==> config.mk <==
export PLATFORM = sky130hd
export DESIGN_NAME = nearest_return_goal_point_top
export DESIGN_NICKNAME = d
export VERILOG_FILES = /design/src/hw/rtl/nrgp_pkg.sv /design/src/hw/rtl/nrgp_ctrl.sv /design/src/hw/rtl/nrgp_dp.sv /design/src/hw/rtl/nearest_return_goal_point_top.sv
export SDC_FILE = /design/constraint.sdc
export NUM_CORES = 2
export LEC_CHECK = 0
export BUFFER_PORTS_ARGS = -buffer_cell sky130_fd_sc_hd__buf_2
export CAP_MARGIN = 20
export CORE_UTILIZATION = 45
export CTS_CLUSTER_DIAMETER = 80
export CTS_CLUSTER_SIZE = 14
export DETAILED_ROUTE_END_ITERATION = 8
export HOLD_SLACK_MARGIN = 0.02
export SETUP_SLACK_MARGIN = 0.1
export SYNTH_ARGS = -nofsm -noshare
export SYNTH_HDL_FRONTEND = slang
export SYNTH_SLANG_ARGS = --single-unit
export TNS_END_PERCENT = 20
==> constraint.sdc <==
create_clock -name clock -period 12.2 [get_ports clock]
set_input_delay 1.83 -clock clock [delete_from_list [all_inputs] [get_ports clock]]
set_output_delay 1.83 -clock clock [all_outputs]
set_load 0.02 [all_outputs]
==> src/hw/rtl/nrgp_pkg.sv <==
`timescale 1ns / 1ps
`default_nettype none

package nrgp_pkg;

   // sweep and rotator sizing
   localparam int MAX_SAMPLES  = 4096;
   localparam int CORDIC_STEPS = 16;
   localparam int ATAN_ENTRIES = 24;

   localparam int CNT_W      = $clog2(MAX_SAMPLES + 1);
   localparam int POS_W      = $clog2(MAX_SAMPLES);
   localparam int STEP_W     = $clog2(CORDIC_STEPS);
   localparam int ATAN_IDX_W = $clog2(ATAN_ENTRIES);

   // field widths
   localparam int RANGE_W = 16;
   localparam int ANG_W   = 16;
   localparam int ASTEP_W = 12;
   localparam int INDEX_W = 12;
   localparam int GOAL_W  = 17;
   localparam int DIST_W  = 17;

   // rotator datapath widths: x/y in Q30, z in 2^-32 turn
   localparam int CW     = 34;
   localparam int ZW     = 33;
   localparam int PROD_W = DIST_W + CW;

   localparam logic [CW-1:0] CORDIC_ONE_K = CW'(652032874);
   localparam int RND_SHIFT = 30;
   localparam int MAG_MAX   = 65535;

   // CSR map
   localparam int CSR_AW = 4;
   localparam int CSR_DW = 32;
   localparam logic [1:0] REG_START_ANGLE = 2'd0;
   localparam logic [1:0] REG_ANGLE_STEP  = 2'd1;
   localparam logic [1:0] REG_MAX_RANGE   = 2'd2;
   localparam logic [1:0] REG_STANDOFF    = 2'd3;

   typedef enum logic [2:0] {
      ST_SCAN,
      ST_ANGLE,
      ST_ROTATE,
      ST_MULX,
      ST_MULY,
      ST_RNDY,
      ST_EMIT
   } state_type;

   typedef struct packed {
      logic accept;
      logic angle_load;
      logic rot_step;
      logic mul_x;
      logic mul_y;
      logic rnd_y;
      logic emit;
   } cmd_type;

   typedef struct packed {
      logic rot_last;
      logic out_free;
   } status_type;

   function automatic logic [31:0] atan_turn32(input logic [ATAN_IDX_W-1:0] idx);
      logic [31:0] v;
      case (idx)
         5'd0:    v = 32'h20000000;
         5'd1:    v = 32'h12E4051E;
         5'd2:    v = 32'h09FB385B;
         5'd3:    v = 32'h051111D4;
         5'd4:    v = 32'h028B0D43;
         5'd5:    v = 32'h0145D7E1;
         5'd6:    v = 32'h00A2F61E;
         5'd7:    v = 32'h00517C55;
         5'd8:    v = 32'h0028BE53;
         5'd9:    v = 32'h00145F2F;
         5'd10:   v = 32'h000A2F98;
         5'd11:   v = 32'h000517CC;
         5'd12:   v = 32'h00028BE6;
         5'd13:   v = 32'h000145F3;
         5'd14:   v = 32'h0000A2FA;
         5'd15:   v = 32'h0000517D;
         5'd16:   v = 32'h000028BE;
         5'd17:   v = 32'h0000145F;
         5'd18:   v = 32'h00000A30;
         5'd19:   v = 32'h00000518;
         5'd20:   v = 32'h0000028C;
         5'd21:   v = 32'h00000146;
         5'd22:   v = 32'h000000A3;
         5'd23:   v = 32'h00000051;
         default: v = 32'h00000000;
      endcase
      return v;
   endfunction

endpackage

`default_nettype wire

==> src/hw/rtl/nrgp_ctrl.sv <==
`timescale 1ns / 1ps
`default_nettype none

module nrgp_ctrl (
   input  wire logic               clock,
   input  wire logic               reset,
   input  wire logic               req_valid,
   input  wire logic               req_last_sample,
   output logic                    req_stall,
   input  wire nrgp_pkg::status_type sts,
   output nrgp_pkg::cmd_type       cmd
);
   import nrgp_pkg::*;

   state_type state_ff;
   state_type state_in;

   always_ff @(posedge clock) begin
      if (reset) begin
         state_ff <= ST_SCAN;
      end else begin
         state_ff <= state_in;
      end
   end

   always_comb begin
      state_in  = state_ff;
      cmd       = '0;
      req_stall = 1'b1;
      case (state_ff)
         ST_SCAN: begin
            req_stall  = 1'b0;
            cmd.accept = req_valid;
            if (req_valid && req_last_sample) begin
               state_in = ST_ANGLE;
            end
         end
         ST_ANGLE: begin
            cmd.angle_load = 1'b1;
            state_in       = ST_ROTATE;
         end
         ST_ROTATE: begin
            cmd.rot_step = 1'b1;
            if (sts.rot_last) begin
               state_in = ST_MULX;
            end
         end
         ST_MULX: begin
            cmd.mul_x = 1'b1;
            state_in  = ST_MULY;
         end
         ST_MULY: begin
            cmd.mul_y = 1'b1;
            state_in  = ST_RNDY;
         end
         ST_RNDY: begin
            cmd.rnd_y = 1'b1;
            state_in  = ST_EMIT;
         end
         ST_EMIT: begin
            // previous word may still sit in the output register
            if (sts.out_free) begin
               cmd.emit = 1'b1;
               state_in = ST_SCAN;
            end
         end
         default: begin
            state_in = ST_SCAN;
         end
      endcase
   end

`ifndef SYNTHESIS
   a_rot_exit: assert property (@(posedge clock) disable iff (reset)
      (state_ff == ST_ROTATE && sts.rot_last) |=> (state_ff == ST_MULX))
      else $error("rotator did not hand over to scaling");

   a_emit_free: assert property (@(posedge clock) disable iff (reset)
      cmd.emit |-> sts.out_free)
      else $error("result loaded over an untaken word");

   a_sweep_end: assert property (@(posedge clock) disable iff (reset)
      (cmd.accept && req_last_sample) |=> (state_ff == ST_ANGLE))
      else $error("last sample did not start the goal computation");
`endif

endmodule

`default_nettype wire

==> src/hw/rtl/nrgp_dp.sv <==
`timescale 1ns / 1ps
`default_nettype none

module nrgp_dp (
   input  wire logic                              clock,
   input  wire logic                              reset,
   input  wire nrgp_pkg::cmd_type                 cmd,
   output nrgp_pkg::status_type                   sts,
   input  wire logic [nrgp_pkg::ANG_W-1:0]        start_angle,
   input  wire logic [nrgp_pkg::ASTEP_W-1:0]      angle_step,
   input  wire logic [nrgp_pkg::RANGE_W-1:0]      max_range,
   input  wire logic [nrgp_pkg::RANGE_W-1:0]      standoff,
   input  wire logic [nrgp_pkg::RANGE_W-1:0]      req_range_mm,
   output logic                                   rsp_valid,
   input  wire logic                              rsp_stall,
   output logic                                   rsp_found,
   output logic signed [nrgp_pkg::GOAL_W-1:0]     rsp_goal_x,
   output logic signed [nrgp_pkg::GOAL_W-1:0]     rsp_goal_y,
   output logic [nrgp_pkg::RANGE_W-1:0]           rsp_nearest_range,
   output logic [nrgp_pkg::INDEX_W-1:0]           rsp_nearest_index
);
   import nrgp_pkg::*;

   function automatic logic [GOAL_W-1:0] round_sat(input logic signed [PROD_W-1:0] p);
      logic              neg;
      logic [PROD_W-1:0] mag;
      logic [PROD_W-1:0] q;
      logic [15:0]       m16;
      neg = p[PROD_W-1];
      mag = neg ? PROD_W'(-p) : PROD_W'(p);
      q   = (mag + (PROD_W'(1) << (RND_SHIFT - 1))) >> RND_SHIFT;
      m16 = (q > PROD_W'(MAG_MAX)) ? 16'(MAG_MAX) : q[15:0];
      return neg ? (GOAL_W'(0) - {1'b0, m16}) : {1'b0, m16};
   endfunction

   // sweep state
   logic [CNT_W-1:0]   count_ff, count_in;
   logic               have_hit_ff, have_hit_in;
   logic [RANGE_W-1:0] best_range_ff, best_range_in;
   logic [POS_W-1:0]   best_pos_ff, best_pos_in;

   // rotator
   logic signed [CW-1:0] x_ff, x_in, y_ff, y_in;
   logic signed [ZW-1:0] z_ff, z_in;
   logic [1:0]           quad_ff, quad_in;
   logic [STEP_W-1:0]    i_ff, i_in;

   // scaling
   logic signed [PROD_W-1:0] prod_ff, prod_in;
   logic [GOAL_W-1:0]        gx_ff, gx_in, gy_ff, gy_in;

   // output word
   logic                     out_valid_ff, out_valid_in;
   logic                     found_ff, found_in;
   logic signed [GOAL_W-1:0] ox_ff, ox_in, oy_ff, oy_in;
   logic [RANGE_W-1:0]       orange_ff, orange_in;
   logic [INDEX_W-1:0]       oindex_ff, oindex_in;

   logic                     qualify;
   logic [POS_W+ASTEP_W-1:0] pos_step;
   logic [ANG_W-1:0]         ang;
   logic [ANG_W-1:0]         ang_off;
   logic [ANG_W-1:0]         resid;
   logic signed [CW-1:0]     xs, ys, cos_v, sin_v, fsel;
   logic signed [ZW-1:0]     atan_v;
   logic signed [DIST_W-1:0] span;

   assign qualify = (req_range_mm != '0) && (req_range_mm < max_range)
                    && (!have_hit_ff || (req_range_mm < best_range_ff));

   assign pos_step = best_pos_ff * angle_step;
   assign ang      = start_angle + ANG_W'(pos_step);
   assign ang_off  = ang + ANG_W'(16'h2000);
   assign resid    = ang - {ang_off[ANG_W-1:ANG_W-2], {(ANG_W-2){1'b0}}};

   assign xs     = x_ff >>> i_ff;
   assign ys     = y_ff >>> i_ff;
   assign atan_v = ZW'(atan_turn32(ATAN_IDX_W'(i_ff)));

   always_comb begin
      case (quad_ff)
         2'd0: begin cos_v = x_ff;  sin_v = y_ff;  end
         2'd1: begin cos_v = -y_ff; sin_v = x_ff;  end
         2'd2: begin cos_v = -x_ff; sin_v = -y_ff; end
         default: begin cos_v = y_ff; sin_v = -x_ff; end
      endcase
   end

   assign span = $signed({1'b0, best_range_ff}) - $signed({1'b0, standoff});
   assign fsel = cmd.mul_x ? cos_v : sin_v;

   always_comb begin
      count_in      = count_ff;
      have_hit_in   = have_hit_ff;
      best_range_in = best_range_ff;
      best_pos_in   = best_pos_ff;
      if (cmd.accept && (count_ff < CNT_W'(MAX_SAMPLES))) begin
         count_in = count_ff + CNT_W'(1);
         if (qualify) begin
            best_range_in = req_range_mm;
            best_pos_in   = POS_W'(count_ff);
            have_hit_in   = 1'b1;
         end
      end
      if (cmd.emit) begin
         count_in      = '0;
         have_hit_in   = 1'b0;
         best_range_in = max_range;
         best_pos_in   = '0;
      end
   end

   always_comb begin
      x_in    = x_ff;
      y_in    = y_ff;
      z_in    = z_ff;
      quad_in = quad_ff;
      i_in    = i_ff;
      if (cmd.angle_load) begin
         x_in    = CORDIC_ONE_K;
         y_in    = '0;
         z_in    = ZW'($signed({resid, 16'h0000}));
         quad_in = ang_off[ANG_W-1:ANG_W-2];
         i_in    = '0;
      end else if (cmd.rot_step) begin
         if (!z_ff[ZW-1]) begin
            x_in = x_ff - ys;
            y_in = y_ff + xs;
            z_in = z_ff - atan_v;
         end else begin
            x_in = x_ff + ys;
            y_in = y_ff - xs;
            z_in = z_ff + atan_v;
         end
         i_in = i_ff + STEP_W'(1);
      end
   end

   always_comb begin
      prod_in = prod_ff;
      gx_in   = gx_ff;
      gy_in   = gy_ff;
      if (cmd.mul_x || cmd.mul_y) begin
         prod_in = span * fsel;
      end
      if (cmd.mul_y) begin
         gx_in = round_sat(prod_ff);
      end
      if (cmd.rnd_y) begin
         gy_in = round_sat(prod_ff);
      end
   end

   assign sts.rot_last = (i_ff == STEP_W'(CORDIC_STEPS - 1));
   assign sts.out_free = !out_valid_ff || !rsp_stall;

   always_comb begin
      out_valid_in = out_valid_ff;
      found_in     = found_ff;
      ox_in        = ox_ff;
      oy_in        = oy_ff;
      orange_in    = orange_ff;
      oindex_in    = oindex_ff;
      if (out_valid_ff && !rsp_stall) begin
         out_valid_in = 1'b0;
      end
      if (cmd.emit) begin
         out_valid_in = 1'b1;
         found_in     = have_hit_ff;
         ox_in        = have_hit_ff ? $signed(gx_ff) : '0;
         oy_in        = have_hit_ff ? $signed(gy_ff) : '0;
         orange_in    = have_hit_ff ? best_range_ff : '0;
         oindex_in    = have_hit_ff ? INDEX_W'(best_pos_ff) : '0;
      end
   end

   always_ff @(posedge clock) begin
      if (reset) begin
         count_ff      <= '0;
         have_hit_ff   <= 1'b0;
         best_range_ff <= max_range;
         best_pos_ff   <= '0;
         out_valid_ff  <= 1'b0;
      end else begin
         count_ff      <= count_in;
         have_hit_ff   <= have_hit_in;
         best_range_ff <= best_range_in;
         best_pos_ff   <= best_pos_in;
         out_valid_ff  <= out_valid_in;
      end
   end

   always_ff @(posedge clock) begin
      x_ff          <= x_in;
      y_ff          <= y_in;
      z_ff          <= z_in;
      quad_ff       <= quad_in;
      i_ff          <= i_in;
      prod_ff       <= prod_in;
      gx_ff         <= gx_in;
      gy_ff         <= gy_in;
      found_ff      <= found_in;
      ox_ff         <= ox_in;
      oy_ff         <= oy_in;
      orange_ff     <= orange_in;
      oindex_ff     <= oindex_in;
   end

   assign rsp_valid         = out_valid_ff;
   assign rsp_found         = found_ff;
   assign rsp_goal_x        = ox_ff;
   assign rsp_goal_y        = oy_ff;
   assign rsp_nearest_range = orange_ff;
   assign rsp_nearest_index = oindex_ff;

`ifndef SYNTHESIS
   a_count_cap: assert property (@(posedge clock) disable iff (reset)
      count_ff <= CNT_W'(MAX_SAMPLES))
      else $error("sample count ran past the sweep limit");

   a_miss_zero: assert property (@(posedge clock) disable iff (reset)
      (out_valid_ff && !found_ff) |-> (ox_ff == '0 && oy_ff == '0
                                       && orange_ff == '0 && oindex_ff == '0))
      else $error("empty sweep word carries nonzero fields");

   a_sweep_clear: assert property (@(posedge clock) disable iff (reset)
      cmd.emit |=> (!have_hit_ff && count_ff == '0 && out_valid_ff))
      else $error("sweep state not cleared on result load");

   a_hit_nonzero: assert property (@(posedge clock) disable iff (reset)
      have_hit_ff |-> (best_range_ff != '0))
      else $error("zero range held as nearest return");
`endif

endmodule

`default_nettype wire

==> src/hw/rtl/nearest_return_goal_point_top.sv <==
// channel   direction  handshake             word
// req       in         req_valid/req_stall   range_mm, last_sample
// rsp       out        rsp_valid/rsp_stall   found, goal_x, goal_y, nearest_range, nearest_index
// csr       in/out     psel/penable/pready   4 x 32-bit registers at byte address 4*i
//
// A sample is taken every cycle while a sweep is being scanned.
// After the last sample req_stall stays high through the angle load, one CORDIC step per cycle,
// two scale multiplies (the x result rounds during the second), the y round and the load.
// The load waits further while an earlier word sits stalled in the output register.
// reset is synchronous and clears the sweep, the sequencer and the output valid.
`timescale 1ns / 1ps
`default_nettype none

module nearest_return_goal_point_top (
   input  wire logic                              clock,
   input  wire logic                              reset,
   input  wire logic                              req_valid,
   output logic                                   req_stall,
   input  wire logic [nrgp_pkg::RANGE_W-1:0]      req_range_mm,
   input  wire logic                              req_last_sample,
   output logic                                   rsp_valid,
   input  wire logic                              rsp_stall,
   output logic                                   rsp_found,
   output logic signed [nrgp_pkg::GOAL_W-1:0]     rsp_goal_x,
   output logic signed [nrgp_pkg::GOAL_W-1:0]     rsp_goal_y,
   output logic [nrgp_pkg::RANGE_W-1:0]           rsp_nearest_range,
   output logic [nrgp_pkg::INDEX_W-1:0]           rsp_nearest_index,
   input  wire logic                              psel,
   input  wire logic                              penable,
   input  wire logic                              pwrite,
   input  wire logic [nrgp_pkg::CSR_AW-1:0]       paddr,
   input  wire logic [nrgp_pkg::CSR_DW-1:0]       pwdata,
   output logic [nrgp_pkg::CSR_DW-1:0]            prdata,
   output logic                                   pready
);
   import nrgp_pkg::*;

   logic [ANG_W-1:0]   start_angle_ff, start_angle_in;
   logic [ASTEP_W-1:0] angle_step_ff, angle_step_in;
   logic [RANGE_W-1:0] max_range_ff, max_range_in;
   logic [RANGE_W-1:0] standoff_ff, standoff_in;
   logic               csr_wr;
   logic [1:0]         reg_sel;
   cmd_type            cmd;
   status_type         sts;

   assign pready  = 1'b1;
   assign csr_wr  = psel && penable && pwrite;
   assign reg_sel = paddr[3:2];

   always_comb begin
      start_angle_in = start_angle_ff;
      angle_step_in  = angle_step_ff;
      max_range_in   = max_range_ff;
      standoff_in    = standoff_ff;
      if (csr_wr) begin
         case (reg_sel)
            REG_START_ANGLE: start_angle_in = pwdata[ANG_W-1:0];
            REG_ANGLE_STEP:  angle_step_in  = pwdata[ASTEP_W-1:0];
            REG_MAX_RANGE:   max_range_in   = pwdata[RANGE_W-1:0];
            REG_STANDOFF:    standoff_in    = pwdata[RANGE_W-1:0];
            default: begin
            end
         endcase
      end
   end

   always_comb begin
      case (reg_sel)
         REG_START_ANGLE: prdata = CSR_DW'(start_angle_ff);
         REG_ANGLE_STEP:  prdata = CSR_DW'(angle_step_ff);
         REG_MAX_RANGE:   prdata = CSR_DW'(max_range_ff);
         REG_STANDOFF:    prdata = CSR_DW'(standoff_ff);
         default:         prdata = '0;
      endcase
   end

   always_ff @(posedge clock) begin
      if (reset) begin
         start_angle_ff <= 16'h8000;
         angle_step_ff  <= 12'd182;
         max_range_ff   <= 16'hFFFF;
         standoff_ff    <= 16'd300;
      end else begin
         start_angle_ff <= start_angle_in;
         angle_step_ff  <= angle_step_in;
         max_range_ff   <= max_range_in;
         standoff_ff    <= standoff_in;
      end
   end

   nrgp_ctrl u_ctrl (
      .clock           (clock),
      .reset           (reset),
      .req_valid       (req_valid),
      .req_last_sample (req_last_sample),
      .req_stall       (req_stall),
      .sts             (sts),
      .cmd             (cmd)
   );

   nrgp_dp u_dp (
      .clock             (clock),
      .reset             (reset),
      .cmd               (cmd),
      .sts               (sts),
      .start_angle       (start_angle_ff),
      .angle_step        (angle_step_ff),
      .max_range         (max_range_ff),
      .standoff          (standoff_ff),
      .req_range_mm      (req_range_mm),
      .rsp_valid         (rsp_valid),
      .rsp_stall         (rsp_stall),
      .rsp_found         (rsp_found),
      .rsp_goal_x        (rsp_goal_x),
      .rsp_goal_y        (rsp_goal_y),
      .rsp_nearest_range (rsp_nearest_range),
      .rsp_nearest_index (rsp_nearest_index)
   );

endmodule

`default_nettype wire
* Yosys cells after proc, flatten, opt, wreduce, memory -nomap -nowiden
Memories as Yosys holds them, arrays and structs flattened. A register that Yosys moved wholly into a read port is not among the register bits.
Cells that the tools add are included.
** Cells by class
- Add/subtract/negate cells :: 17
- Multiply operators :: 2
- Divide/modulo/power cells :: 0
- Order comparisons :: 4
- Eq/ne operators :: 15
- Shift operators :: 2
- Mux-type cells :: 33
- Bitwise logic cells :: 0
- Reduce and logical (&&, ||, !) cells :: 29
** Operators by type and width (count)
- $pmux 34 s3 :: 2
- $pmux 32 s4 :: 1
- $mux 34 :: 3
- $mux 33 :: 3
- $mux 16 :: 5
- $add 34x34->34 :: 2
- $neg 34->34 :: 2
- $sshr 34x4->34 :: 2
- $sub 34x34->34 :: 2
- $add 51x30->51 const B :: 1
- $mul 17x34->51 :: 1
- $mux 51 :: 1
- $neg 51->51 :: 1
- $add 33x33->33 :: 1
- $sub 33x33->33 :: 1
- $lt 16x16->1 :: 2
- $gt 21x16->1 const B :: 1
- $pmux 3 s7 :: 1
- $mux 17 :: 1
- $sub 1x16->17 const A :: 1
- $sub 16x16->17 :: 1
- $add 16x14->16 const B :: 1
- $add 16x16->16 :: 1
- $mul 12x12->16 :: 1
- other kinds (26) :: 64
** Storage, ports and cells
- Register bits after elaboration :: 361
- Bits in latches :: 0
- Memory bits (writable) :: 0
- ROM bits :: 480
- Bits of input ports :: 60
- Output and inout port bits :: 98
- Word-level logic and storage cells :: 127
- Memories kept :: 1
** Memory list
- (no name shown) :: words 16, bits a word 30, rd ports 1, clocked after memory_dff 1, wr ports 0, RTL line nrgp_pkg.sv:68 : case (idx)

* Depth between registers and ports, before layout
- Word-level depth :: 7
- Mapped depth :: 40
- Mapped depth without buffers :: 37

* By module
From an unflattened synthesis, not the netlist that was laid out.
** Second synthesis, totals
- Cells, all modules :: 6081
- Area total of the unflattened synthesis :: 53128.5 µm²
** By module, submodules not included
- nrgp_dp :: instances 1, cells each 5773, area an instance 50013.0 µm², seq. area each 8398.1 µm²
- nearest_return_goal_point_top :: instances 1, cells each 283, area an instance 2934.1 µm², seq. area each 1201.2 µm²
- nrgp_ctrl :: instances 1, cells each 25, area an instance 181.4 µm², seq. area each 60.1 µm²

* Least setup slack after synthesis
OpenSTA, ideal clock, no wires.
- Kind :: register -> register
- From :: register u_dp.y_ff[12]
- To :: register u_dp.prod_ff[48] (data pin)
- Library setup time :: 0.258 ns
- Arrival time :: 8.978 ns
- Data required time :: 11.942 ns
- Slack :: 2.964 ns
- Cell stages (with the launch flop) :: 35
- Path buffers :: 3
- Clock period less this slack :: 9.236 ns
- Cells stage by stage :: dfxtp_1 > clkbuf_1 > or4_1 > nor4_1 > nand4_1 > or3_1 > clkbuf_1 > or4_1 > a21oi_1 > nor2_1 > o221ai_1 > buf_2 > nor2_1 > fa_1 > inv_1 > fa_1 > fa_1 > inv_1 > fa_1 > fa_1 > inv_1 > fa_1 > inv_1 > ha_1 > a21o_1 > a21o_1 > a21oi_1 > o21ai_0 > a211oi_1 > a21bo_2 > a211oi_1 > o211ai_1 > a41o_1 > a21oi_1 > xnor2_1
** Between the ends
- Word-level cells in the longest chain between the ends :: 4
- Elaborated cells on any way between the ends :: 5
- Classes of those cells :: add/sub (1); mul (1); mux (3)
** RTL lines
- start, declared :: RTL line nrgp_dp.sv:43 : logic signed [CW-1:0] x_ff, x_in, y_ff, y_in;
- start signal, assigned :: RTL line nrgp_dp.sv:195 : y_ff <= y_in;
- $neg 34->34 :: RTL line nrgp_dp.sv:83, nrgp_dp.sv:84
- $pmux 34 s3 :: RTL line nrgp_dp.sv:81 : case (quad_ff)
- $mux 34 * :: RTL line nrgp_dp.sv:90 : assign fsel = cmd.mul_x ? cos_v : sin_v;
- $mul 17x34->51 * :: RTL line nrgp_dp.sv:144 : prod_in = span * fsel;
- end signal, assigned :: RTL line nrgp_dp.sv:199 : prod_ff <= prod_in;
- end, declared :: RTL line nrgp_dp.sv:49 : logic signed [PROD_W-1:0] prod_ff, prod_in;
Every way passes the cells marked *; elsewhere a longest branch is shown, timed or not.
A chain may end at the register's enable or synchronous reset.

* Worst setup path after layout
- From :: register u_dp.x_ff[3]
- To :: register u_dp.prod_ff[48] (data pin)
** Between the ends
- Word-level cells in the longest chain between the ends :: 4
- Elaborated cells on any way between the ends :: 5
- Classes of those cells :: add/sub (1); mul (1); mux (3)
** RTL lines
- start, declared :: RTL line nrgp_dp.sv:43
- start signal, assigned :: RTL line nrgp_dp.sv:194 : x_ff <= x_in;
- $neg 34->34 :: RTL line nrgp_dp.sv:84, nrgp_dp.sv:85
- $pmux 34 s3 :: RTL line nrgp_dp.sv:81
- $mux 34 * :: RTL line nrgp_dp.sv:90
- $mul 17x34->51 * :: RTL line nrgp_dp.sv:144
Marks and branches as above.

==> results_dict.tcl <==
set metrics [dict create \
    outcome "complete, no violations" \
    r2r_cells 30 \
    rsz0062_at_grt "no" \
    cts_resized 0 \
    slowest_delay_ns 0.87 \
    initialDrtViolationCount 3532 \
    ys_seq_elements 391 \
    synth.distinct_cells 93 \
    drv_slew 0 \
    io_pins 158 \
    cts_max_level 2 \
    finalHoldViolCount 0 \
    coreArea_sq_um 117000 \
    fill_cells 11100 \
    hpwl_microns 119000 \
    grt_max_degree 85 \
    setup_viol 0 \
    synth_async_sr_flop_share_pct 0 \
    clk_latency_ns 0.65 \
    clk_pin_slew_worst_paths_ns 0.07 \
    ys.flop_type "dfxtp_1" \
    antenna_found_initial 4 \
    path_class "reg -> reg" \
    r2r-end "u_dp.prod_ff[48]$_DFFE_PP_" \
    rows 125 \
    first_global_vias 43900 \
    cts_inserted_buffers 43 \
    start_kind "register" \
    die_h_microns 346 \
    die_area_sq_um 120000 \
    netlist_instances 6185 \
    crit_fanout 14 \
    initial_core_util_pct 45.7 \
    skew_ns 0.0478 \
    grt_pass1_wl_microns 245000 \
    r2r_slack_ns 1.60 \
    cts_tree "yes" \
    seq_area_frac_synth_pct 18.1 \
    cts_buffer_depth 3 \
    cts.sinks 391 \
    hp-class "reg -> reg" \
    grt-ovfl-total 0 \
    path_common_cell "fa_1" \
    fmax_mhz 94.4 \
    cp_slowest_cell "a21oi_2" \
    end_kind "register" \
    min_from "u_dp.z_ff[14]$_SDFFE_PP0P_" \
    cts_root_buf "clkbuf_16" \
    num_vias 43800 \
    drv_cap 0 \
    synth_edf_count 183 \
    worstPathRequired_ns 12.57 \
    worst_slew_margin_rel_pct 23.0 \
    cts_setup_buffers 0 \
    gr-usage-all-layers_pct 25.6 \
    cts_hold_buf 0 \
    setup.worst_path.end "u_dp.prod_ff[48]$_DFFE_PP_" \
    place_congestion 0.924 \
    worstMarginPinSlew_ns 1.15 \
    rr_startpoint "u_dp.x_ff[3]$_SDFFE_PP1P_" \
    synth_area_per_cell_sq_um 8.63 \
    cp.arrival_ns 10.96 \
    viasPerCell 5.71 \
    chipWidth_microns 346 \
    syn_area_sq_um 53400 \
    routed_wl_microns 152000 \
    antenna_violating_nets_post_route 0 \
    setup_tns_ns 0 \
    fin_crit_ns 10.60 \
    fin_crit_sh_pct 86.9 \
    drive_gt1_share_pct 8.43 \
    synth_warnings 0 \
    dr.pass1.iters 6 \
    wire_per_inst_microns 19.8 \
    port_buffers 122 \
    drcViolationCount 0 \
    syn_to_final_growth_pct 6.71 \
    fin_nets 7140 \
    startpoint "u_dp.x_ff[3]$_SDFFE_PP1P_" \
]
==> cells in the final DEF, fill, tap and decap left out, types with 26 or more instances in the layout <==
master | netlist | final
inv_1 | 797 | 797
nand2_1 | 712 | 712
nor2_1 | 678 | 677
fa_1 | 644 | 644
ha_1 | 319 | 319
a21oi_1 | 320 | 318
o21ai_0 | 268 | 268
dfxtp_1 | 208 | 203
xnor2_1 | 197 | 190
edfxtp_1 | 183 | 183
xor2_1 | 149 | 146
and2_1 | 129 | 129
buf_2 | 15 | 122
buf_4 | 20 | 100
mux4_2 | 95 | 95
nor3_1 | 83 | 83
nand3_1 | 81 | 81
a21o_1 | 72 | 72
nand2b_1 | 67 | 66
mux2i_1 | 52 | 52
a31oi_1 | 48 | 48
clkbuf_16 | 0 | 47
o21a_1 | 45 | 45
mux2_2 | 43 | 43
or3_1 | 38 | 38
nor2b_1 | 37 | 36
nor4_1 | 36 | 36
or2_2 | 35 | 35
o31ai_1 | 34 | 34
nand4_1 | 32 | 32
a211oi_1 | 33 | 31
and3_1 | 28 | 28
o21bai_1 | 28 | 28
o211ai_1 | 27 | 27
a211o_1 | 26 | 26
==> kinds of logic (layout without fill, tap and decap cells) <==
family / after synthesis / after routing / synth area share (%)
AOI/OAI and AO/OA: 1103 / 1103 / 13.1
xor gates and xnor gates: 346 / 346 / 5.68
adders and majority gates: 964 / 964 / 31.6
buffers and inverters: 1154 / 1101 / 8.31
DFF: 391 / 391 / 18.1
muxes: 190 / 190 / 5.89
other: 2 / 18 / 0.0141
and+or+nand+nor: 2035 / 2035 / 17.2
==> layout make-up <==
cell class              instances  area, sq um  area share (%)
diodes                          1         2.50         0.00439
clock buffers                  55         1240            2.17
clock inverters                20          229           0.402
inverters                     800         3000            5.27
multi-input cells            4655        39500            69.3
flip-flops and latches        391         9670            17.0
well taps                    1524         1910            3.35
repair buffers                226         1410            2.48
==> Yosys cell counts (all sizes together), types with 38 or more instances <==
cell type,count,area (sq um)
nor3,83,415
fa,644,12900
mux4,95,2140
nor4,39,263
mux2i,52,521
and2,130,815
nand3,81,405
ha,319,3990
buf,74,383
a21oi,320,1600
mux2,43,484
clkbuf,280,1050
o21ai,271,1360
dfxtp,208,4160
inv,799,3000
xnor2,197,1730
nand2b,67,419
edfxtp,183,5500
a31oi,48,300
nand2,712,2670
xor2,149,1310
a21o,72,541
o21a,45,338
nor2,678,2540
or3,38,238
==> metrics by stage <==
stage	instances	hold slack, ns	worst slack (ns)	utilization [%]	cell area [sq um]
floorplan	6200	0.428	2.96	-	53400
global placement	7591	0.442	1.71	47.5	55400
detailed placement	7592	0.453	1.66	47.5	55500
CTS	7667	0.468	1.61	48.7	56900
global route	7672	0.497	0.924	48.8	57000
finish	7672	0.466	1.60	48.8	57000
==> flip-flops by register name, summed over array words and instances, names as in the netlist, 2 cells and up <==
name and flops:
u_dp.gy_ff 17, u_dp.prod_ff 51, max_range_ff 16, u_dp.count_ff 13, u_dp.atan_v 30, u_dp.rsp_goal_y 17, angle_step_ff 12, u_dp.x_ff 34
u_dp.gx_ff 17, u_dp.best_range_ff 16, u_dp.z_ff 33, u_dp.y_ff 34, u_dp.rsp_nearest_range 16, u_ctrl.state_ff 3, standoff_ff 16, u_dp.rsp_goal_x 17
start_angle_ff 16, u_dp.quad_ff 2, u_dp.i_ff 4, u_dp.rsp_nearest_index 12, u_dp.best_pos_ff 12
==> layer usage <==
layer | wire [microns] | GRT usage, % | up-vias
met5 | 0 | 0 | -
met4 | 5070 | 8.47 | 0
met3 | 10100 | 3.19 | 261
met2 | 71100 | 42.0 | 1466
met1 | 65800 | 35.1 | 21700
li1 | - | - | 20400
==> worst min-delay path by stage <==
stage                                 endpoint  slack [ns]  cells past startpoint
global route        u_dp.z_ff[10]$_SDFFE_PP0P_        0.50                      2
detailed placement   u_dp.z_ff[4]$_SDFFE_PP0P_        0.45                      2
floorplan             u_dp.rsp_found$_DFFE_PP_        0.43                      0
global placement     u_dp.z_ff[9]$_SDFFE_PP0P_        0.44                      2
finish              u_dp.z_ff[14]$_SDFFE_PP0P_        0.47                      2
CTS                  u_dp.z_ff[4]$_SDFFE_PP0P_        0.47                      2
==> critical path, delay by kind of cell, from the launching register on <==
kind            cells  cell delay (ns)
fa+ha+maj           7             3.49
simple gates        7             2.77
xor+xnor            2             0.26
buf+inv             3             0.24
compound gates     11             3.13
flops               1             0.45
Power is not shown: default switching activity piles up to over one toggle a cycle in this logic, so the estimate is an artifact.
